===== config.mk =====
export PLATFORM = sky130hd
export DESIGN_NAME = ultrasonic_echo_ranger
export DESIGN_NICKNAME = d
export VERILOG_FILES = /design/src/rtl/uer_pkg.sv /design/src/rtl/uer_front.sv /design/src/rtl/uer_fifo.sv /design/src/rtl/uer_back.sv /design/src/rtl/ultrasonic_echo_ranger.sv
export SDC_FILE = /design/constraint.sdc
export NUM_CORES = 2
export LEC_CHECK = 0
export ABC_AREA = 1
export ABC_CLOCK_PERIOD_IN_PS = 15500
export BUFFER_PORTS_ARGS = -buffer_cell sky130_fd_sc_hd__buf_4
export CAP_MARGIN = 20
export CORE_MARGIN = 2
export CORE_UTILIZATION = 65
export DETAILED_ROUTE_END_ITERATION = 7
export HOLD_SLACK_MARGIN = 0.15
export PLACE_DENSITY = 0.81
export SLEW_MARGIN = 10
export SYNTH_ARGS = -nofsm -noshare
export SYNTH_HDL_FRONTEND = slang
export SYNTH_SLANG_ARGS = --single-unit
export TNS_END_PERCENT = 1

===== constraint.sdc =====
create_clock -name clk -period 15.5 [get_ports clk]
set_clock_uncertainty 0.15 [all_clocks]
set_input_delay 1.55 -clock clk [delete_from_list [all_inputs] [get_ports clk]]
set_output_delay 1.55 -clock clk [all_outputs]
set_load 0.005 [all_outputs]

===== src/rtl/uer_pkg.sv =====
// Package: shared types and constants of the ultrasonic echo ranger.
`default_nettype none
package uer_pkg;

    localparam int unsigned TRIG_W  = 16;
    localparam int unsigned TICK_W  = 32;
    localparam int unsigned SCALE_W = 24;
    localparam int unsigned DIST_W  = 20;
    localparam int unsigned SHOW_W  = 32;
    localparam int unsigned PAD_W   = 48;
    localparam int unsigned CFG_AW  = 2;
    localparam int unsigned CFG_DW  = 32;

    localparam logic [CFG_AW-1:0] CFG_TRIGGER_TICKS = 2'd0;
    localparam logic [CFG_AW-1:0] CFG_TIMEOUT_TICKS = 2'd1;
    localparam logic [CFG_AW-1:0] CFG_SCALE_FACTOR  = 2'd2;

    localparam logic [TRIG_W-1:0]  TRIGGER_TICKS_RST = 16'd3000;
    localparam logic [TICK_W-1:0]  TIMEOUT_TICKS_RST = 32'd3000000;
    localparam logic [SCALE_W-1:0] SCALE_FACTOR_RST  = 24'd730144;

    typedef enum logic [1:0] {
        PH_IDLE = 2'd0,
        PH_TRIG = 2'd1,
        PH_WAIT = 2'd2,
        PH_MEAS = 2'd3
    } uer_phase_t;

    typedef struct packed {
        logic mode;
        logic echo_level;
    } uer_item_t;

    typedef struct packed {
        logic              trigger_level;
        logic              busy_res;
        logic              done_res;
        logic              timed_out;
        logic [SHOW_W-1:0] echo_ticks;
        logic [DIST_W-1:0] distance_q8;
    } uer_result_t;

    // per-tick status bits passed from front to back
    typedef struct packed {
        logic trigger_level;
        logic busy_res;
        logic done_res;
        logic timed_out;
    } uer_flags_t;

endpackage
`default_nettype wire


===== src/rtl/uer_front.sv =====
// Front end: trigger / wait / measure sequencer, one tick word per accepted cycle.
`default_nettype none
module uer_front #(
    parameter int unsigned COUNT_WIDTH = 32
) (
    input  wire logic                          clk,
    input  wire logic                          rst_n,
    input  wire logic                          accept,
    input  wire uer_pkg::uer_item_t            item,
    input  wire logic [uer_pkg::TRIG_W-1:0]    trigger_ticks,
    input  wire logic [uer_pkg::TICK_W-1:0]    timeout_ticks,
    output uer_pkg::uer_flags_t                flags,
    output logic [COUNT_WIDTH-1:0]             ticks
);
    import uer_pkg::*;

    uer_phase_t             phase_reg, phase_next;
    logic [TICK_W-1:0]      tick_reg, tick_next;
    logic [COUNT_WIDTH-1:0] echo_cnt_reg, echo_cnt_next;
    logic                   echo_prev_reg;
    logic [COUNT_WIDTH-1:0] res_ticks_reg, res_ticks_next;
    logic                   res_to_reg, res_to_next;

    logic              rise, fall, trig, done, finished;
    logic [TRIG_W-1:0] tlen;

    always_ff @(posedge clk or negedge rst_n)
    begin
        if (!rst_n)
        begin
            phase_reg     <= PH_IDLE;
            tick_reg      <= '0;
            echo_cnt_reg  <= '0;
            echo_prev_reg <= 1'b0;
            res_ticks_reg <= '0;
            res_to_reg    <= 1'b0;
        end
        else if (accept)
        begin
            phase_reg     <= phase_next;
            tick_reg      <= tick_next;
            echo_cnt_reg  <= echo_cnt_next;
            echo_prev_reg <= item.echo_level;
            res_ticks_reg <= res_ticks_next;
            res_to_reg    <= res_to_next;
        end
    end

    always_comb
    begin
        phase_next     = phase_reg;
        tick_next      = tick_reg;
        echo_cnt_next  = echo_cnt_reg;
        res_ticks_next = res_ticks_reg;
        res_to_next    = res_to_reg;
        trig           = 1'b0;
        done           = 1'b0;
        finished       = 1'b0;
        tlen           = (trigger_ticks == '0) ? TRIG_W'(1) : trigger_ticks;
        rise           = item.echo_level & ~echo_prev_reg;
        fall           = ~item.echo_level & echo_prev_reg;

        unique case (phase_reg)
            PH_IDLE:
            begin
                if (item.mode)
                begin
                    phase_next    = PH_TRIG;
                    tick_next     = TICK_W'(1);
                    echo_cnt_next = '0;
                    trig          = 1'b1;
                end
            end
            PH_TRIG:
            begin
                if (tick_reg >= TICK_W'(tlen))
                begin
                    phase_next = PH_WAIT;
                    tick_next  = '0;
                end
                else
                begin
                    tick_next = tick_reg + TICK_W'(1);
                    trig      = 1'b1;
                end
            end
            default:
            begin
            end
        endcase

        if (phase_next == PH_WAIT || phase_next == PH_MEAS)
        begin
            if (phase_next == PH_WAIT)
            begin
                if (rise)
                begin
                    phase_next    = PH_MEAS;
                    echo_cnt_next = COUNT_WIDTH'(1);
                end
            end
            else if (fall)
            begin
                res_ticks_next = echo_cnt_reg;
                res_to_next    = 1'b0;
                finished       = 1'b1;
            end
            else if (echo_cnt_reg != '1)
            begin
                echo_cnt_next = echo_cnt_reg + COUNT_WIDTH'(1);
            end

            if (!finished)
            begin
                if (tick_next != '1)
                begin
                    tick_next = tick_next + TICK_W'(1);
                end
                if (tick_next >= timeout_ticks)
                begin
                    res_ticks_next = '0;
                    res_to_next    = 1'b1;
                    finished       = 1'b1;
                end
            end

            if (finished)
            begin
                phase_next = PH_IDLE;
                tick_next  = '0;
                done       = 1'b1;
            end
        end
    end

    assign flags.trigger_level = trig;
    assign flags.busy_res      = (phase_next != PH_IDLE);
    assign flags.done_res      = done;
    assign flags.timed_out     = res_to_next;
    assign ticks               = res_ticks_next;

endmodule
`default_nettype wire


===== src/rtl/uer_fifo.sv =====
// Short queue between front and back ends.
`default_nettype none
module uer_fifo #(
    parameter int unsigned WIDTH = 36,
    parameter int unsigned DEPTH = 4
) (
    input  wire logic             clk,
    input  wire logic             rst_n,
    input  wire logic             wr,
    input  wire logic [WIDTH-1:0] wdata,
    output logic                  full,
    input  wire logic             rd,
    output logic [WIDTH-1:0]      rdata,
    output logic                  empty
);
    localparam int unsigned AW = (DEPTH > 1) ? $clog2(DEPTH) : 1;
    localparam int unsigned CW = $clog2(DEPTH + 1);

    logic [WIDTH-1:0] mem [DEPTH];
    logic [AW-1:0]    wptr_reg, wptr_next;
    logic [AW-1:0]    rptr_reg, rptr_next;
    logic [CW-1:0]    count_reg, count_next;
    logic             do_wr, do_rd;

    assign full  = (count_reg == CW'(DEPTH));
    assign empty = (count_reg == '0);
    assign do_wr = wr & ~full;
    assign do_rd = rd & ~empty;
    assign rdata = mem[rptr_reg];

    always_comb
    begin
        wptr_next  = wptr_reg;
        rptr_next  = rptr_reg;
        count_next = count_reg;
        if (do_wr)
        begin
            wptr_next = (wptr_reg == AW'(DEPTH - 1)) ? '0 : wptr_reg + AW'(1);
        end
        if (do_rd)
        begin
            rptr_next = (rptr_reg == AW'(DEPTH - 1)) ? '0 : rptr_reg + AW'(1);
        end
        if (do_wr && !do_rd)
        begin
            count_next = count_reg + CW'(1);
        end
        else if (do_rd && !do_wr)
        begin
            count_next = count_reg - CW'(1);
        end
    end

    always_ff @(posedge clk or negedge rst_n)
    begin
        if (!rst_n)
        begin
            wptr_reg  <= '0;
            rptr_reg  <= '0;
            count_reg <= '0;
        end
        else
        begin
            wptr_reg  <= wptr_next;
            rptr_reg  <= rptr_next;
            count_reg <= count_next;
        end
    end

    always_ff @(posedge clk)
    begin
        if (do_wr)
        begin
            mem[wptr_reg] <= wdata;
        end
    end

endmodule
`default_nettype wire


===== src/rtl/uer_back.sv =====
// Back end: distance multiply pipeline and result output register.
`default_nettype none
module uer_back #(
    parameter int unsigned COUNT_WIDTH = 32
) (
    input  wire logic                        clk,
    input  wire logic                        rst_n,
    input  wire logic                        q_empty,
    input  wire uer_pkg::uer_flags_t         q_flags,
    input  wire logic [COUNT_WIDTH-1:0]      q_ticks,
    output logic                             q_rd,
    input  wire logic [uer_pkg::SCALE_W-1:0] scale_factor,
    output uer_pkg::uer_result_t             result,
    output logic                             empty,
    input  wire logic                        pop
);
    import uer_pkg::*;

    localparam int unsigned HALF_W = PAD_W / 2;
    localparam int unsigned PROD_W = HALF_W + SCALE_W;
    localparam int unsigned SUM_W  = PROD_W + 1;
    localparam int unsigned SAT_B  = DIST_W + SCALE_W;

    logic               adv;
    logic [PAD_W-1:0]   ticks_pad;
    logic [SHOW_W-1:0]  shown;

    logic               va_reg;
    uer_flags_t         flags_a_reg;
    logic [SHOW_W-1:0]  show_a_reg;
    logic [PROD_W-1:0]  plo_a_reg, phi_a_reg;

    logic               vb_reg;
    uer_result_t        res_b_reg, res_b_next;

    logic [SUM_W-1:0]   sum;
    logic               sat;
    logic [DIST_W-1:0]  dist_val;

    assign adv       = ~vb_reg | pop;
    assign q_rd      = adv & ~q_empty;
    assign ticks_pad = PAD_W'(q_ticks);
    assign shown     = (|ticks_pad[PAD_W-1:SHOW_W]) ? '1 : ticks_pad[SHOW_W-1:0];

    always_ff @(posedge clk or negedge rst_n)
    begin
        if (!rst_n)
        begin
            va_reg <= 1'b0;
            vb_reg <= 1'b0;
        end
        else if (adv)
        begin
            va_reg <= ~q_empty;
            vb_reg <= va_reg;
        end
    end

    always_ff @(posedge clk)
    begin
        if (adv)
        begin
            flags_a_reg <= q_flags;
            show_a_reg  <= shown;
            plo_a_reg   <= PROD_W'(ticks_pad[HALF_W-1:0]) * PROD_W'(scale_factor);
            phi_a_reg   <= PROD_W'(ticks_pad[PAD_W-1:HALF_W]) * PROD_W'(scale_factor);
            res_b_reg   <= res_b_next;
        end
    end

    // product = phi * 2^24 + plo; saturate at 2^44
    assign sum      = SUM_W'({phi_a_reg[DIST_W-1:0], {SCALE_W{1'b0}}}) + SUM_W'(plo_a_reg);
    assign sat      = (|phi_a_reg[PROD_W-1:DIST_W]) | (|sum[SUM_W-1:SAT_B]);
    assign dist_val = sat ? '1 : sum[SAT_B-1:SCALE_W];

    always_comb
    begin
        res_b_next.trigger_level = flags_a_reg.trigger_level;
        res_b_next.busy_res      = flags_a_reg.busy_res;
        res_b_next.done_res      = flags_a_reg.done_res;
        res_b_next.timed_out     = flags_a_reg.timed_out;
        res_b_next.echo_ticks    = show_a_reg;
        res_b_next.distance_q8   = flags_a_reg.timed_out ? '0 : dist_val;
    end

    assign result = res_b_reg;
    assign empty  = ~vb_reg;

endmodule
`default_nettype wire


===== src/rtl/ultrasonic_echo_ranger.sv =====
// Top level of the ultrasonic echo ranger.
//
// Input channel: one word per timer tick (start request in mode, sampled
// echo level), pushed with push while full is low. Every accepted word
// produces exactly one result word: trigger pin level, busy, done, timeout
// flag, last echo length and last distance in 1/256 cm.
// Result channel: the oldest result shows while empty is low and leaves on
// pop. Configuration: cfg_valid/cfg_ready with cfg_index and cfg_data;
// cfg_ready is always high. Write only while the block is drained.
// Throughput: one word per cycle while full is low and the result channel
// is not stalled. A pushed word is written to the queue, read into the
// multiply stage, then into the output register before its result shows;
// the distance product is split into two 24x24 multiplies registered before
// the add and saturate.
// When pop is held low the back pipeline stalls, the 4-word queue fills,
// then full rises and no more ticks are taken.
// Reset: sequencer idle, counters and last result cleared, queue and
// pipeline empty, registers back to 3000 / 3000000 / 730144.
`default_nettype none
module ultrasonic_echo_ranger #(
    parameter int unsigned COUNT_WIDTH = 32
) (
    input  wire logic                        clk,
    input  wire logic                        rst_n,
    input  wire uer_pkg::uer_item_t          item,
    input  wire logic                        push,
    output logic                             full,
    output uer_pkg::uer_result_t             result,
    output logic                             empty,
    input  wire logic                        pop,
    input  wire logic                        cfg_valid,
    output logic                             cfg_ready,
    input  wire logic [uer_pkg::CFG_AW-1:0]  cfg_index,
    input  wire logic [uer_pkg::CFG_DW-1:0]  cfg_data
);
    import uer_pkg::*;

    localparam int unsigned Q_W     = $bits(uer_flags_t) + COUNT_WIDTH;
    localparam int unsigned Q_DEPTH = 4;

    logic [TRIG_W-1:0]      trigger_ticks_reg;
    logic [TICK_W-1:0]      timeout_ticks_reg;
    logic [SCALE_W-1:0]     scale_factor_reg;

    logic                   accept;
    uer_flags_t             f_flags, q_flags;
    logic [COUNT_WIDTH-1:0] f_ticks, q_ticks;
    logic [Q_W-1:0]         q_rdata;
    logic                   q_empty, q_rd;

    assign cfg_ready = 1'b1;
    assign accept    = push & ~full;

    always_ff @(posedge clk or negedge rst_n)
    begin
        if (!rst_n)
        begin
            trigger_ticks_reg <= TRIGGER_TICKS_RST;
            timeout_ticks_reg <= TIMEOUT_TICKS_RST;
            scale_factor_reg  <= SCALE_FACTOR_RST;
        end
        else if (cfg_valid && cfg_ready)
        begin
            unique case (cfg_index)
                CFG_TRIGGER_TICKS: trigger_ticks_reg <= cfg_data[TRIG_W-1:0];
                CFG_TIMEOUT_TICKS: timeout_ticks_reg <= cfg_data[TICK_W-1:0];
                CFG_SCALE_FACTOR:  scale_factor_reg  <= cfg_data[SCALE_W-1:0];
                default:
                begin
                end
            endcase
        end
    end

    uer_front #(
        .COUNT_WIDTH(COUNT_WIDTH)
    ) u_front (
        .clk          (clk),
        .rst_n        (rst_n),
        .accept       (accept),
        .item         (item),
        .trigger_ticks(trigger_ticks_reg),
        .timeout_ticks(timeout_ticks_reg),
        .flags        (f_flags),
        .ticks        (f_ticks)
    );

    uer_fifo #(
        .WIDTH(Q_W),
        .DEPTH(Q_DEPTH)
    ) u_fifo (
        .clk  (clk),
        .rst_n(rst_n),
        .wr   (accept),
        .wdata({f_flags, f_ticks}),
        .full (full),
        .rd   (q_rd),
        .rdata(q_rdata),
        .empty(q_empty)
    );

    assign q_flags = q_rdata[Q_W-1:COUNT_WIDTH];
    assign q_ticks = q_rdata[COUNT_WIDTH-1:0];

    uer_back #(
        .COUNT_WIDTH(COUNT_WIDTH)
    ) u_back (
        .clk         (clk),
        .rst_n       (rst_n),
        .q_empty     (q_empty),
        .q_flags     (q_flags),
        .q_ticks     (q_ticks),
        .q_rd        (q_rd),
        .scale_factor(scale_factor_reg),
        .result      (result),
        .empty       (empty),
        .pop         (pop)
    );

endmodule
`default_nettype wire


==> results by group <==
Critical path
  • Worst stage delay on the critical path: 0.85 ns
  • Crit-path max FO: 38
  • Crit path launch type: register
  • R2R setup slack: 6.73 ns
  • Worst Setup End Kind: register
  • WP data arrival: 9.02 ns
  • Worst path slowest cell: clkinv_1
  • Most frequent cell on the critical path: fa_1
  • Critical Path RT: 15.75 ns
  • Crit Path Class: reg -> reg

Yosys
  • Asr flop ratio synth: 0.383
  • Syn avg cell area: 8.54 um^2
  • Post-synth EDFFs: between 200 and 300
  • Synth cell types: 59
  • #FFs+latches synth: 473
  • Netlist Area Pre-Place: 47600 um^2
  • Ys Warns: 0
  • Main synth FF type: edfxtp_1
  • Seq/Total Area, Yosys: 0.280
  • Synth Instances: 5581
  • Post-Syn Nets: 6536

Timing
  • Unrepaired setup endpoints after global routing: no
  • Setup violators final: 0
  • PnR worst setup slack: around 6.7 ns
  • Tmin final: 8.77 ns
  • Fmax: 0.114 GHz
  • Max-slew headroom: 0.210
  • Slew @ Worst Pin: approximately 1.2 ns
  • Final Max Slew Viols: 0
  • Final Hold Vio Count: 0
  • Setup_tns: 0 ns
  • Tcrit/Tclk final: 0.566

Placed design
  • PortBufs: 98
  • Setup Slack @ Placement: 7.00 ns
  • GPL Wtd Cong: 1.02
  • Hpwl dp: 105000 um
  • Area after DPL: slightly below 50000 um^2

Detailed routing
  • WL final: 139000 um
  • Vias/cell: a little under 6
  • Wirelength per Cell: 21.2 um
  • DR DRC count: 0
  • Vias: ~40000
  • Routed Antenna Nets: 0
  • Iter 0 DRT Violations: 4059
  • DRT Pass-1 Iters: 8

Global routing
  • Largest net degree at the start of global routing: 112
  • Number of global-route vias before repair: 39200
  • Initial antenna violation count: 3
  • Total GRT Usage: 0.376
  • GRT Residual Overflow: 0
  • First-pass GRT wire length: 218000 um

Clock tree
  • TritonCTS buffer count: 51
  • Clk_lat worst skew: 0.67 ns
  • Clock slew at reported path FFs: around 0.07 ns
  • # hold bufs at CTS: 0
  • Clock Root Buffer: clkbuf_16
  • CTS tree: yes
  • Post CTS Setup Buffer Count: 0
  • H-tree depth: 2
  • Clk buf depth: 3
  • PostCTS Resize Cnt: 0
  • Clock sinks: 473

Final layout
  • Layout Nets: 6507
  • Final Cell Area: 50900 um^2
  • Total of fill cells in the finished design: 5605
  • Layout cells sized above 1: 0.0588
  • Area occupied by multi-input gates: 29600 um^2
  • Most frequent cells in the layout: 1211 x nand2_1, 982 x inv_1, 615 x fa_1
  • Max FFs per register: 144
  • Top reg by flops: u_fifo.mem
  • Commonest non-fill, non-tap cell in the layout: nand2_1
  • Sequential cell area: about 13000 um^2
  • Area grow syn2layout: 6.84%
  • Core Util, Final: 0.700

Worst hold path
  • Worst min path class: reg -> reg

Floorplanning
  • Initial Utilization: 0.655
  • Top-level port count: 100
  • Chip Width: 275 um
  • Die area: around 75000 um^2
  • Die height: around 270 um
  • Core area: 72700 um^2
  • Row count: a little under 100

Job
  • Total of max-cap violations: 0

Status
  • Status: finished clean
## per-layer routing
layer / wire (um) / vias to the layer above / track usage / share of wire
met3: 15700 / 499 / 0.0971 / 0.11
met1: 51500 / 18900 / 0.485 / 0.37
met2: 62800 / 2301 / 0.587 / 0.45
met4: 9200 / 4 / 0.207 / 0.066
li1: - / 17400 / - / -
met5: 29 / - / 0 / 0.00021
## worst max-delay path, delay by kind of cell, from the launching register on
family	cells	cell delay (ns)
compound gates	6	1.11
xor+xnor	1	0.09
fa+ha+maj	8	3.69
buf+inv	10	2.14
flops	1	0.36
simple gates	3	0.91
## cell usage after synthesis, drive strengths merged (2+ instances only)
library cell / instances / share of area
a211oi: 5 / 0.00079
a21boi: 3 / 0.00047
a21o: 7 / 0.0011
a21oi: 214 / 0.022
a221oi: 3 / 0.00055
a22oi: 7 / 0.0013
a311oi: 9 / 0.0017
a31oi: 73 / 0.0096
and2: 2 / 0.00026
buf: 40 / 0.0043
clkbuf: 192 / 0.015
clkinv: 26 / 0.0020
dfrtp: 158 / 0.083
dfstp: 23 / 0.013
edfxtp: 292 / 0.18
fa: 615 / 0.26
ha: 299 / 0.079
inv: 997 / 0.079
nand2: 1240 / 0.099
nand3: 175 / 0.019
nand3b: 3 / 0.00047
nand4: 41 / 0.0054
nor2: 627 / 0.050
nor3: 44 / 0.0047
nor3b: 2 / 0.00032
nor4: 23 / 0.0030
o211ai: 18 / 0.0028
o21a: 9 / 0.0014
o21ai: 266 / 0.028
o21bai: 13 / 0.0025
o221ai: 9 / 0.0017
o22ai: 4 / 0.00053
o311ai: 13 / 0.0024
o31ai: 3 / 0.00047
o32ai: 4 / 0.00074
or2: 3 / 0.00039
xnor2: 28 / 0.0051
xor2: 86 / 0.016
## layout make-up
| class | count | area share |
|---|---|---|
| diodes | 1 | 0.0000492 |
| clock buffers | 66 | 0.0278 |
| clock inverters | 30 | 0.00698 |
| inverters | 1023 | 0.0755 |
| multi-input cells | 3853 | 0.582 |
| flip-flops and latches | 473 | 0.262 |
| well taps | 959 | 0.0236 |
| repair buffers | 150 | 0.0226 |
## path summary, 6_finish.rpt
| check | cells after the start | start | end |
|---|---|---|---|
| worst max-delay path | 28 | u_fifo.rptr_reg[1] | u_back.plo_a_reg[39] |
| worst min-delay path | 0 | u_back.show_a_reg[27] | u_back.result[47] |
| worst max register to register | 28 | u_fifo.rptr_reg[1] | u_back.plo_a_reg[39] |
| worst min register to register | 0 | u_back.show_a_reg[27] | u_back.result[47] |
| max in group asynchronous | 2 | rst_n | u_fifo.rptr_reg[0] |
| min in group asynchronous | 1 | rst_n | u_front.tick_reg[26] |
## cell families (layout without fill, tap and decap cells)
group           count (synthesis)  in the layout  synth area share
xor+xnor                      114            114            0.0210
flops                         473            473             0.280
buf+inv                      1255           1269             0.100
other cells                     1              2         0.0000787
fa+ha+maj                     914            914             0.337
simple gates                 2161           2161             0.183
compound gates                663            663            0.0794
## per-stage QoR
| stage | hold WS (ns) | cells |
|---|---|---|
| 6_report | 0.251 | 6555 |
| 5_1_grt | 0.257 | 6554 |
| 4_1_cts | 0.242 | 6553 |
| 3_5_place_dp | 0.255 | 6457 |
| 3_3_place_gp | 0.250 | 6456 |
| 2_1_floorplan | 0.250 | 5581 |
Power is left out: the tool's default activity adds up to more than one toggle a clock period on the data nets, which glitch-free logic cannot reach.
